[src/kprp_pkg.sv]
`timescale 1ns / 1ps
// ----------------------------------------------------------------------------
// kprp_pkg
// Shared codes for the key-pane record parser: parse phases, event codes
// and the layout of one result.
// ----------------------------------------------------------------------------
package kprp_pkg;

    // parse phase codes, one per field or payload section
    localparam logic [3:0] PH_KEY       = 4'd0;
    localparam logic [3:0] PH_LEFT      = 4'd1;
    localparam logic [3:0] PH_TOP       = 4'd2;
    localparam logic [3:0] PH_RIGHT     = 4'd3;
    localparam logic [3:0] PH_BOTTOM    = 4'd4;
    localparam logic [3:0] PH_LINK_MODE = 4'd5;
    localparam logic [3:0] PH_TARGET    = 4'd6;
    localparam logic [3:0] PH_INFO_LEN  = 4'd7;
    localparam logic [3:0] PH_INFO_DATA = 4'd8;
    localparam logic [3:0] PH_RET_FLAG  = 4'd9;
    localparam logic [3:0] PH_RET_LEN   = 4'd10;
    localparam logic [3:0] PH_RET_DATA  = 4'd11;

    // event codes carried with every result
    localparam logic [2:0] EV_HEADER   = 3'd0;
    localparam logic [2:0] EV_INFO     = 3'd1;
    localparam logic [2:0] EV_RETURN   = 3'd2;
    localparam logic [2:0] EV_COMPLETE = 3'd3;
    localparam logic [2:0] EV_TRUNC    = 3'd4;

    // link mode and return flag values that open an extra section
    localparam logic [7:0] LINK_TARGET = 8'd1;
    localparam logic [7:0] LINK_INFO   = 8'd2;
    localparam logic [7:0] RET_PRESENT = 8'd1;

    // record fields as assembled so far
    typedef struct packed {
        logic [7:0]  key_code;
        logic [15:0] edge_left;
        logic [15:0] edge_top;
        logic [15:0] edge_right;
        logic [15:0] edge_bottom;
        logic [7:0]  link_mode;
        logic [15:0] link_target;
        logic [15:0] info_length;
        logic [7:0]  return_mode;
        logic [15:0] return_length;
    } kprp_fields_t;

    // one result as held in the output register
    typedef struct packed {
        logic [2:0]   event_res;
        logic [7:0]   payload_byte;
        kprp_fields_t fields;
    } kprp_result_t;

endpackage

[src/key_pane_record_parser.sv]
`timescale 1ns / 1ps
// ----------------------------------------------------------------------------
// key_pane_record_parser
// Byte-serial parser of key-pane records with streamed payload bytes.
// ----------------------------------------------------------------------------
// Takes one record byte per request and gives exactly one result per byte,
// in the following cycle from an output register. A new byte is accepted in every
// cycle while the result side keeps up; the figure is set by the single
// phase update done per byte. Each result carries an event code (header
// byte, info byte, return byte, record complete, truncated), the payload
// byte for info and return bytes, and the record fields assembled so far.
// A byte flagged as last that does not end the record gives a truncation
// result with all other fields zero; the following byte opens a new record.
module key_pane_record_parser
    import kprp_pkg::*;
(
    input  logic        aclk,
    input  logic        aresetn,
    input  logic        s_valid,
    output logic        s_ready,
    input  logic [7:0]  s_data_byte_in,
    input  logic        s_last_byte,
    output logic        m_valid,
    input  logic        m_ready,
    output logic [2:0]  m_event_res,
    output logic [7:0]  m_payload_byte,
    output logic [7:0]  m_key_code,
    output logic [15:0] m_edge_left,
    output logic [15:0] m_edge_top,
    output logic [15:0] m_edge_right,
    output logic [15:0] m_edge_bottom,
    output logic [7:0]  m_link_mode,
    output logic [15:0] m_link_target,
    output logic [15:0] m_info_length,
    output logic [7:0]  m_return_mode,
    output logic [15:0] m_return_length
);

    logic [3:0]   phase_reg, phase_next;
    logic         idx_reg, idx_next;
    logic [15:0]  left_reg, left_next;
    kprp_fields_t kept_reg, kept_next;
    kprp_result_t res_reg, res_next;
    logic         m_valid_reg;
    logic         accept;
    logic         done;
    logic         half_done;
    logic [15:0]  half_in;
    logic [15:0]  half_out;
    logic [15:0]  left_dec;

    assign s_ready = !m_valid_reg || m_ready;
    assign accept  = s_valid && s_ready;
    assign left_dec = left_reg - 16'd1;

    // big-endian half-word field currently being filled
    always_comb begin
        unique case (phase_reg)
            PH_LEFT:     half_in = kept_reg.edge_left;
            PH_TOP:      half_in = kept_reg.edge_top;
            PH_RIGHT:    half_in = kept_reg.edge_right;
            PH_BOTTOM:   half_in = kept_reg.edge_bottom;
            PH_TARGET:   half_in = kept_reg.link_target;
            PH_INFO_LEN: half_in = kept_reg.info_length;
            PH_RET_LEN:  half_in = kept_reg.return_length;
            default:     half_in = 16'd0;
        endcase
        if (!idx_reg) begin
            half_out = {s_data_byte_in, 8'h00};
        end else begin
            half_out = half_in | {8'h00, s_data_byte_in};
        end
        half_done = idx_reg;
    end

    // phase update and result for one byte
    always_comb begin
        phase_next = phase_reg;
        idx_next   = idx_reg;
        left_next  = left_reg;
        kept_next  = kept_reg;
        done       = 1'b0;
        res_next.event_res    = EV_HEADER;
        res_next.payload_byte = 8'h00;

        unique case (phase_reg)
            PH_LEFT: begin
                kept_next.edge_left = half_out;
                idx_next = !idx_reg;
                if (half_done) phase_next = PH_TOP;
            end
            PH_TOP: begin
                kept_next.edge_top = half_out;
                idx_next = !idx_reg;
                if (half_done) phase_next = PH_RIGHT;
            end
            PH_RIGHT: begin
                kept_next.edge_right = half_out;
                idx_next = !idx_reg;
                if (half_done) phase_next = PH_BOTTOM;
            end
            PH_BOTTOM: begin
                kept_next.edge_bottom = half_out;
                idx_next = !idx_reg;
                if (half_done) phase_next = PH_LINK_MODE;
            end
            PH_LINK_MODE: begin
                kept_next.link_mode = s_data_byte_in;
                idx_next = 1'b0;
                priority if (s_data_byte_in == LINK_TARGET) begin
                    phase_next = PH_TARGET;
                end else if (s_data_byte_in == LINK_INFO) begin
                    phase_next = PH_INFO_LEN;
                end else begin
                    phase_next = PH_RET_FLAG;
                end
            end
            PH_TARGET: begin
                kept_next.link_target = half_out;
                idx_next = !idx_reg;
                if (half_done) phase_next = PH_RET_FLAG;
            end
            PH_INFO_LEN: begin
                kept_next.info_length = half_out;
                idx_next = !idx_reg;
                if (half_done) begin
                    left_next  = half_out;
                    phase_next = (half_out != 16'd0) ? PH_INFO_DATA : PH_RET_FLAG;
                end
            end
            PH_INFO_DATA: begin
                res_next.event_res    = EV_INFO;
                res_next.payload_byte = s_data_byte_in;
                left_next = left_dec;
                if (left_dec == 16'd0) phase_next = PH_RET_FLAG;
            end
            PH_RET_FLAG: begin
                kept_next.return_mode = s_data_byte_in;
                idx_next = 1'b0;
                if (s_data_byte_in == RET_PRESENT) begin
                    phase_next = PH_RET_LEN;
                end else begin
                    done = 1'b1;
                end
            end
            PH_RET_LEN: begin
                kept_next.return_length = half_out;
                idx_next = !idx_reg;
                if (half_done) begin
                    left_next = half_out;
                    if (half_out != 16'd0) begin
                        phase_next = PH_RET_DATA;
                    end else begin
                        done = 1'b1;
                    end
                end
            end
            PH_RET_DATA: begin
                res_next.event_res    = EV_RETURN;
                res_next.payload_byte = s_data_byte_in;
                left_next = left_dec;
                if (left_dec == 16'd0) done = 1'b1;
            end
            default: begin
                // key code byte, also taken for phase codes with no meaning
                kept_next          = '0;
                kept_next.key_code = s_data_byte_in;
                idx_next   = 1'b0;
                left_next  = 16'd0;
                phase_next = PH_LEFT;
            end
        endcase

        // record end wins over truncation
        priority if (done) begin
            res_next.fields    = kept_next;
            res_next.event_res = EV_COMPLETE;
            phase_next = PH_KEY;
            idx_next   = 1'b0;
        end else if (s_last_byte) begin
            res_next           = '0;
            res_next.event_res = EV_TRUNC;
            phase_next = PH_KEY;
            idx_next   = 1'b0;
            left_next  = 16'd0;
        end else begin
            // ordinary byte, fields as assembled so far
            res_next.fields = kept_next;
        end
    end

    // parser state
    always_ff @(posedge aclk) begin
        if (!aresetn) begin
            phase_reg <= PH_KEY;
            idx_reg   <= 1'b0;
            left_reg  <= 16'd0;
            kept_reg  <= '0;
        end else if (accept) begin
            phase_reg <= phase_next;
            idx_reg   <= idx_next;
            left_reg  <= left_next;
            kept_reg  <= kept_next;
        end
    end

    // output register
    always_ff @(posedge aclk) begin
        if (!aresetn) begin
            m_valid_reg <= 1'b0;
        end else if (accept) begin
            m_valid_reg <= 1'b1;
        end else if (m_ready) begin
            m_valid_reg <= 1'b0;
        end
    end

    always_ff @(posedge aclk) begin
        if (accept) begin
            res_reg <= res_next;
        end
    end

    assign m_valid         = m_valid_reg;
    assign m_event_res     = res_reg.event_res;
    assign m_payload_byte  = res_reg.payload_byte;
    assign m_key_code      = res_reg.fields.key_code;
    assign m_edge_left     = res_reg.fields.edge_left;
    assign m_edge_top      = res_reg.fields.edge_top;
    assign m_edge_right    = res_reg.fields.edge_right;
    assign m_edge_bottom   = res_reg.fields.edge_bottom;
    assign m_link_mode     = res_reg.fields.link_mode;
    assign m_link_target   = res_reg.fields.link_target;
    assign m_info_length   = res_reg.fields.info_length;
    assign m_return_mode   = res_reg.fields.return_mode;
    assign m_return_length = res_reg.fields.return_length;

    // checks
    a_last_restarts: assert property (@(posedge aclk) disable iff (!aresetn)
        accept && s_last_byte |=> phase_reg == PH_KEY && !idx_reg)
        else $error("last byte did not restart the record");

    a_trunc_clear: assert property (@(posedge aclk) disable iff (!aresetn)
        m_valid && m_event_res == EV_TRUNC |->
            m_key_code == 8'd0 && m_payload_byte == 8'd0 && m_return_length == 16'd0)
        else $error("truncation result carries field data");

    a_header_no_payload: assert property (@(posedge aclk) disable iff (!aresetn)
        m_valid && m_event_res == EV_HEADER |-> m_payload_byte == 8'd0)
        else $error("header result carries a payload byte");

    a_data_left: assert property (@(posedge aclk) disable iff (!aresetn)
        phase_reg == PH_INFO_DATA || phase_reg == PH_RET_DATA |-> left_reg != 16'd0)
        else $error("payload phase with no bytes left");

endmodule
[config.mk]
export PLATFORM = sky130hd
export DESIGN_NAME = key_pane_record_parser
export DESIGN_NICKNAME = d
export VERILOG_FILES = /design/src/kprp_pkg.sv /design/src/key_pane_record_parser.sv
export SDC_FILE = /design/constraint.sdc
export NUM_CORES = 1
export LEC_CHECK = 0
export ABC_AREA = 1
export CORE_MARGIN = 2
export CORE_UTILIZATION = 50
export CTS_CLUSTER_DIAMETER = 200
export DETAILED_ROUTE_END_ITERATION = 8
export DONT_BUFFER_PORTS = 1
export PLACE_DENSITY = 0.79
export SLEW_MARGIN = 30
export SYNTH_ARGS = -nofsm -noshare
export SYNTH_HDL_FRONTEND = slang
export SYNTH_SLANG_ARGS = --single-unit
[constraint.sdc]
create_clock -name aclk -period 6.2 [get_ports aclk]
set_input_delay 0.62 -clock aclk [delete_from_list [all_inputs] [get_ports aclk]]
set_output_delay 0.62 -clock aclk [all_outputs]
set_load 0.03 [all_outputs]
# ---- Word-level counts from Yosys, hierarchy flattened
# Cells that the tools add are included.
dict set report op_classes {
  bitwise 1
  mux 47
  addsub 1
  n_eq_ne 25
  reduce_logical 23
}
# cell n
set ops {}
lappend ops {{$mux 136} 2}
lappend ops {{$pmux 16 s2} 7}
lappend ops {{$pmux 16 s7} 1}
lappend ops {{$reduce_or 10->1} 9}
lappend ops {{$mux 16} 4}
lappend ops {{$mux 4} 14}
lappend ops {{$pmux 16 s3} 1}
lappend ops {{$pmux 4 s11} 1}
lappend ops {{$ne 4x4->1 const B} 10}
lappend ops {{$pmux 8 s2} 2}
lappend ops {{$pmux 10 s2} 1}
lappend ops {{$eq 4x3->1 const B} 4}
lappend ops {{$eq 4x4->1 const B} 4}
lappend ops {{$logic_not 16->1} 1}
lappend ops {{$mux 8} 2}
lappend ops {{$or 16x8->16} 1}
lappend ops {{$reduce_bool 16->1} 1}
lappend ops {{$sub 16x1->16 const B} 1}
lappend ops {{$reduce_or 7->1} 2}
lappend ops {{$reduce_and 12->1} 1}
lappend ops {{$mux 11} 1}
lappend ops {{$reduce_or 11->1} 1}
lappend ops {{$mux 1} 9}
lappend ops {{$eq 4x2->1 const B} 2}
lappend ops {{other kinds (13)} 15}
dict set report word_totals {
  elab_cells 123
  reg_bits 305
  in_bits 13
}

# ---- Depth between registers and ports, before layout
dict set report depth {
  ltp_word 10
  depth_mapped 22
  depth_no_buf 21
}

# ---- Worst setup path before layout
# Ideal clock, no wire load.
dict set report synth_path {
  path_kind {input to register}
  startpoint {in m_ready}
  endpoint {reg res_reg, in the netlist m_edge_bottom[0], enable pin}
  t_required_ns 5.631
  path_slack_ns 0.045
  path_stages 6
  arrival_time_ns 5.586
  path_cell_list {inv_1 -> nand2_1 -> nand2_1 -> clkbuf_1 -> inv_1 -> clkbuf_1}
}
dict set report synth_via {
  elab_chain_len 2
}
# item line
set synth_lines {}
lappend synth_lines {{start, declared} key_pane_record_parser.sv:24} ;# input logic m_ready,
lappend synth_lines {{$logic_or 1x1->1} key_pane_record_parser.sv:52} ;# assign s_ready = !m_valid_reg || m_ready;
lappend synth_lines {{via s_ready} key_pane_record_parser.sv:20} ;# output logic s_ready,
lappend synth_lines {{$logic_and 1x1->1} key_pane_record_parser.sv:53} ;# assign accept = s_valid && s_ready;
lappend synth_lines {{via accept} key_pane_record_parser.sv:45} ;# logic accept;
lappend synth_lines {{end signal, assigned} key_pane_record_parser.sv:220} ;# res_reg <= res_next;
lappend synth_lines {{end, declared} key_pane_record_parser.sv:43} ;# kprp_result_t res_reg, res_next;
# The timed path passes the listed nets, and every way through them passes these cells.
# A chain may end at the register's enable or synchronous reset.

==> impl_metrics.json <==
{
  "largest_register_ff_count": 136,
  "post-route-period-util_pct": 69.2,
  "grt_start_max_net_pins": 121,
  "gate_count_of_the_mapped_netlist": 1925,
  "number_of_filler_cells_placed_in_the_layout": 2705,
  "synthesis.nets": 1940,
  "timing_worst_slew_pin_value_ns": 0.926,
  "cts_resized": 0,
  "wl_per_cell_um": 19.4,
  "floorplan.core_area_um2": 29500,
  "core.rowCount": 63,
  "fmax_mhz": 233,
  "globalRoute.busiestLayer": "met2",
  "flow.area_growth_from_synthesis_pct": 8.01,
  "use_met1_pct": 35.1,
  "floorplan.die.width_um": 177,
  "cts_max_level": 1,
  "wirelength_um": 44400,
  "synth.top_cell.area_share_pct": 29.6,
  "globalplace.congestion": 0.966,
  "run_status": "completed",
  "dominantRegCellSynth": "dfxtp_1",
  "grt.total_usage_pct": 27.8,
  "initial_core_util_pct": 50.6,
  "worst_clock_skew_ns": 0.0216,
  "leakage_nw": 6.90,
  "clock-sinks": 305,
  "classification_of_the_worst_setup_path": "register to register",
  "setup.worst_path.start_class": "register",
  "timing.final.hold_violations": 0,
  "post_detail_place_hpwl_um": 29400,
  "grt.overflow.total": 0,
  "insertedDiodeCount": 0,
  "setup_tns_ns": 0,
  "finish.net_count": 1884,
  "arrival_time_at_the_worst_endpoint_ns": 4.56,
  "max-clock-path-buffers": 3,
  "timing.max_cap.violations": 0,
  "power_density_nw_per_um2": 328,
  "ir_worst_vdd_mv": 0.232,
  "synth-async-reset-ratio_pct": 0,
  "grt.met3_usage_pct": 6.12,
  "synth_area_leader_cell": "edfxtp_1",
  "synthDistinctLibCells": 33,
  "tritoncts_clock_tree": "done",
  "cp_data_required_time_ns": 6.47,
  "hold_buffers": 0,
  "rsz_0062_raised_after_global_routing": "false",
  "vias": 13000,
  "cts_buffers": 30,
  "initial_antenna_violation_count": 1,
  "synth_enable_flop_cells": 147,
  "die_y_um": 177,
  "syn-mean-instance-area_um2": 7.74,
  "layout-drive-gt1-share_pct": 5.49,
  "post_cts_setup_inserts": 0,
  "ctsRootBufferMaster": "clkbuf_16",
  "port_buffers": 0,
  "route.detailed.vias_per_inst": 5.68,
  "worstPathMaxFanout": 74,
  "yosysWarningCount": 0,
  "final_cell_count_no_fill": 2283,
  "synth-seq-area-share_pct": 50.8,
  "grt_first_pass_wirelength_um": 67200,
  "crit_path_end_kind": "register",
  "cts.reportedPaths.clkPinSlew_ns": 0.07,
  "timing.slew.headroom_pct": 37.7,
  "first_pass_iters": 6,
  "holdCritPathClass": "input pin to register",
  "dieArea_um2": 31200,
  "number_of_global_route_vias_before_repair": 12000,
  "grtUsageMet2_pct": 44.6,
  "clk-insertion-delay-late_ns": 0.57,
  "starting_drc_count_in_detailed_routing": 1680,
  "synth_top_cells_by_area": "edfxtp_1, dfxtp_1, inv_1, nor2_1, o22ai_1",
  "drc": 0,
  "antenna_left": 0,
  "io_pins": 162,
  "place_inst": 2227,
  "timing_max_transition_violations_final": 0,
  "postSynthRegisterBits": 305,
  "syn-cell-area_um2": 14900,
  "timing.final.crit_period_ns": 4.29,
  "finalSetupViolations": 0
}
==> final timing paths <==
| check | start | end | slack [ns] | cells past startpoint |
|---|---|---|---|---|
| max reg2reg | phase_reg[3]$_SDFFE_PN0P_ | m_edge_left[2]$_DFFE_PP_ | 1.91 | 16 |
| min | aresetn | phase_reg[0]$_SDFFE_PN0P_ | 0.17 | 2 |
| min reg2reg | left_reg[1]$_SDFFE_PN0P_ | left_reg[1]$_SDFFE_PN0P_ | 0.47 | 2 |
| max | phase_reg[3]$_SDFFE_PN0P_ | m_edge_left[2]$_DFFE_PP_ | 1.91 | 16 |
==> synthesized netlist by cell type (2+ instances only) <==
| master | count |
|---|---|
| o221ai_1 | 14 |
| inv_1 | 440 |
| nand3_1 | 100 |
| nor2_2 | 13 |
| nor3_1 | 11 |
| inv_2 | 4 |
| o22ai_1 | 130 |
| ha_1 | 2 |
| o211ai_1 | 14 |
| buf_2 | 22 |
| o21ai_0 | 154 |
| nor4_1 | 2 |
| nand4_1 | 2 |
| clkinv_1 | 7 |
| buf_4 | 4 |
| nand2_1 | 211 |
| buf_1 | 4 |
| xor2_1 | 11 |
| dfxtp_1 | 158 |
| nor2_1 | 231 |
| a211oi_1 | 2 |
| a21oi_1 | 152 |
| buf_6 | 8 |
| nand2_2 | 10 |
| edfxtp_1 | 147 |
| clkbuf_1 | 65 |
==> metal layers <==
layer	part of all wire [%]	routed length, µm	vias to the layer above
met3	10	4460	147
met2	46	20400	724
li1	-	-	6112
met1	38	17000	5993
met5	0	0	-
met4	5.6	2490	0
==> worst max-delay path, stage by stage, from the launching register on <==
cell and delay [ns]:
dfxtp_1 0.48, inv_2 0.13, nor2_2 0.46, nand2_2 0.36, o21ai_1 0.31, nor2_1 0.10
nand3_1 0.10, nand2_1 0.44, nand2_1 0.18, nor2_1 0.06, nand2_1 0.08, nor2_2 0.05
nand3_1 0.07, nand2_2 0.09, nor2_4 0.21, buf_4 0.63, nor2_1 0.15
==> final cells by class <==
cell class	count	area, µm²	share of cell area (%)
flip-flops and latches	305	7580	47.1
multi-input cells	1065	5190	32.2
inverters	451	1700	10.6
clock buffers	40	840	5.22
well taps	390	488	3.03
clock inverters	16	169	1.05
repair buffers	16	136	0.847
==> logic make-up (layout without fill, tap and decap cells) <==
group | Yosys count | count (layout) | share of synthesized area [%]
XOR/XNOR | 12 | 12 | 0.705
flip-flops | 305 | 305 | 50.8
buffers and inverters | 555 | 523 | 14.7
AO/OA/AOI/OAI | 470 | 470 | 17.5
AND/OR/NAND/NOR | 581 | 581 | 16.1
adder cells (fa/ha/maj) | 2 | 2 | 0.168
==> per-stage QoR <==
stage / power (mW) / setup WS [ns] / instance area (µm²) / hold WS [ns] / utilization (%)
2_1_floorplan: 3.17 / 0.0447 / 14900 / 0.445 / -
3_3_place_gp: 3.40 / 1.91 / 15100 / 0.452 / 51.1
3_5_place_dp: 3.43 / 1.84 / 15100 / 0.457 / 51.1
4_1_cts: 5.27 / 1.76 / 16100 / 0.158 / 54.6
5_1_grt: 5.47 / 1.65 / 16100 / 0.180 / 54.6
6_report: 5.29 / 1.91 / 16100 / 0.173 / 54.6
==> report_power, final <==
part	total, mW	switching [mW]	internal, mW
combinational	0.911	0.683	0.228
sequential	2.51	0.222	2.28
clock	1.87	0.792	1.08
==> placed cells by master, fill, tap and decap left out, types with 2 or more instances in the layout <==
cell type,instances
edfxtp_1,147
xor2_1,11
nor3_1,10
ha_1,2
clkinvlp_4,2
clkinv_2,6
o21ai_0,154
clkinv_4,3
a211oi_1,2
nand2_1,209
dfxtp_1,158
nand2_2,11
bufinv_16,3
o22ai_1,130
o221ai_1,14
buf_4,14
nor2_1,225
nand3_1,100
clkbuf_16,31
inv_2,4
nor2_2,18
clkbuf_1,6
nor2_4,2
clkbuf_8,3
nor4_1,2
a21oi_1,151
nand4_1,2
clkinv_1,9
inv_1,438
o211ai_1,14
Note: power is estimated with default switching activity, not from simulation.
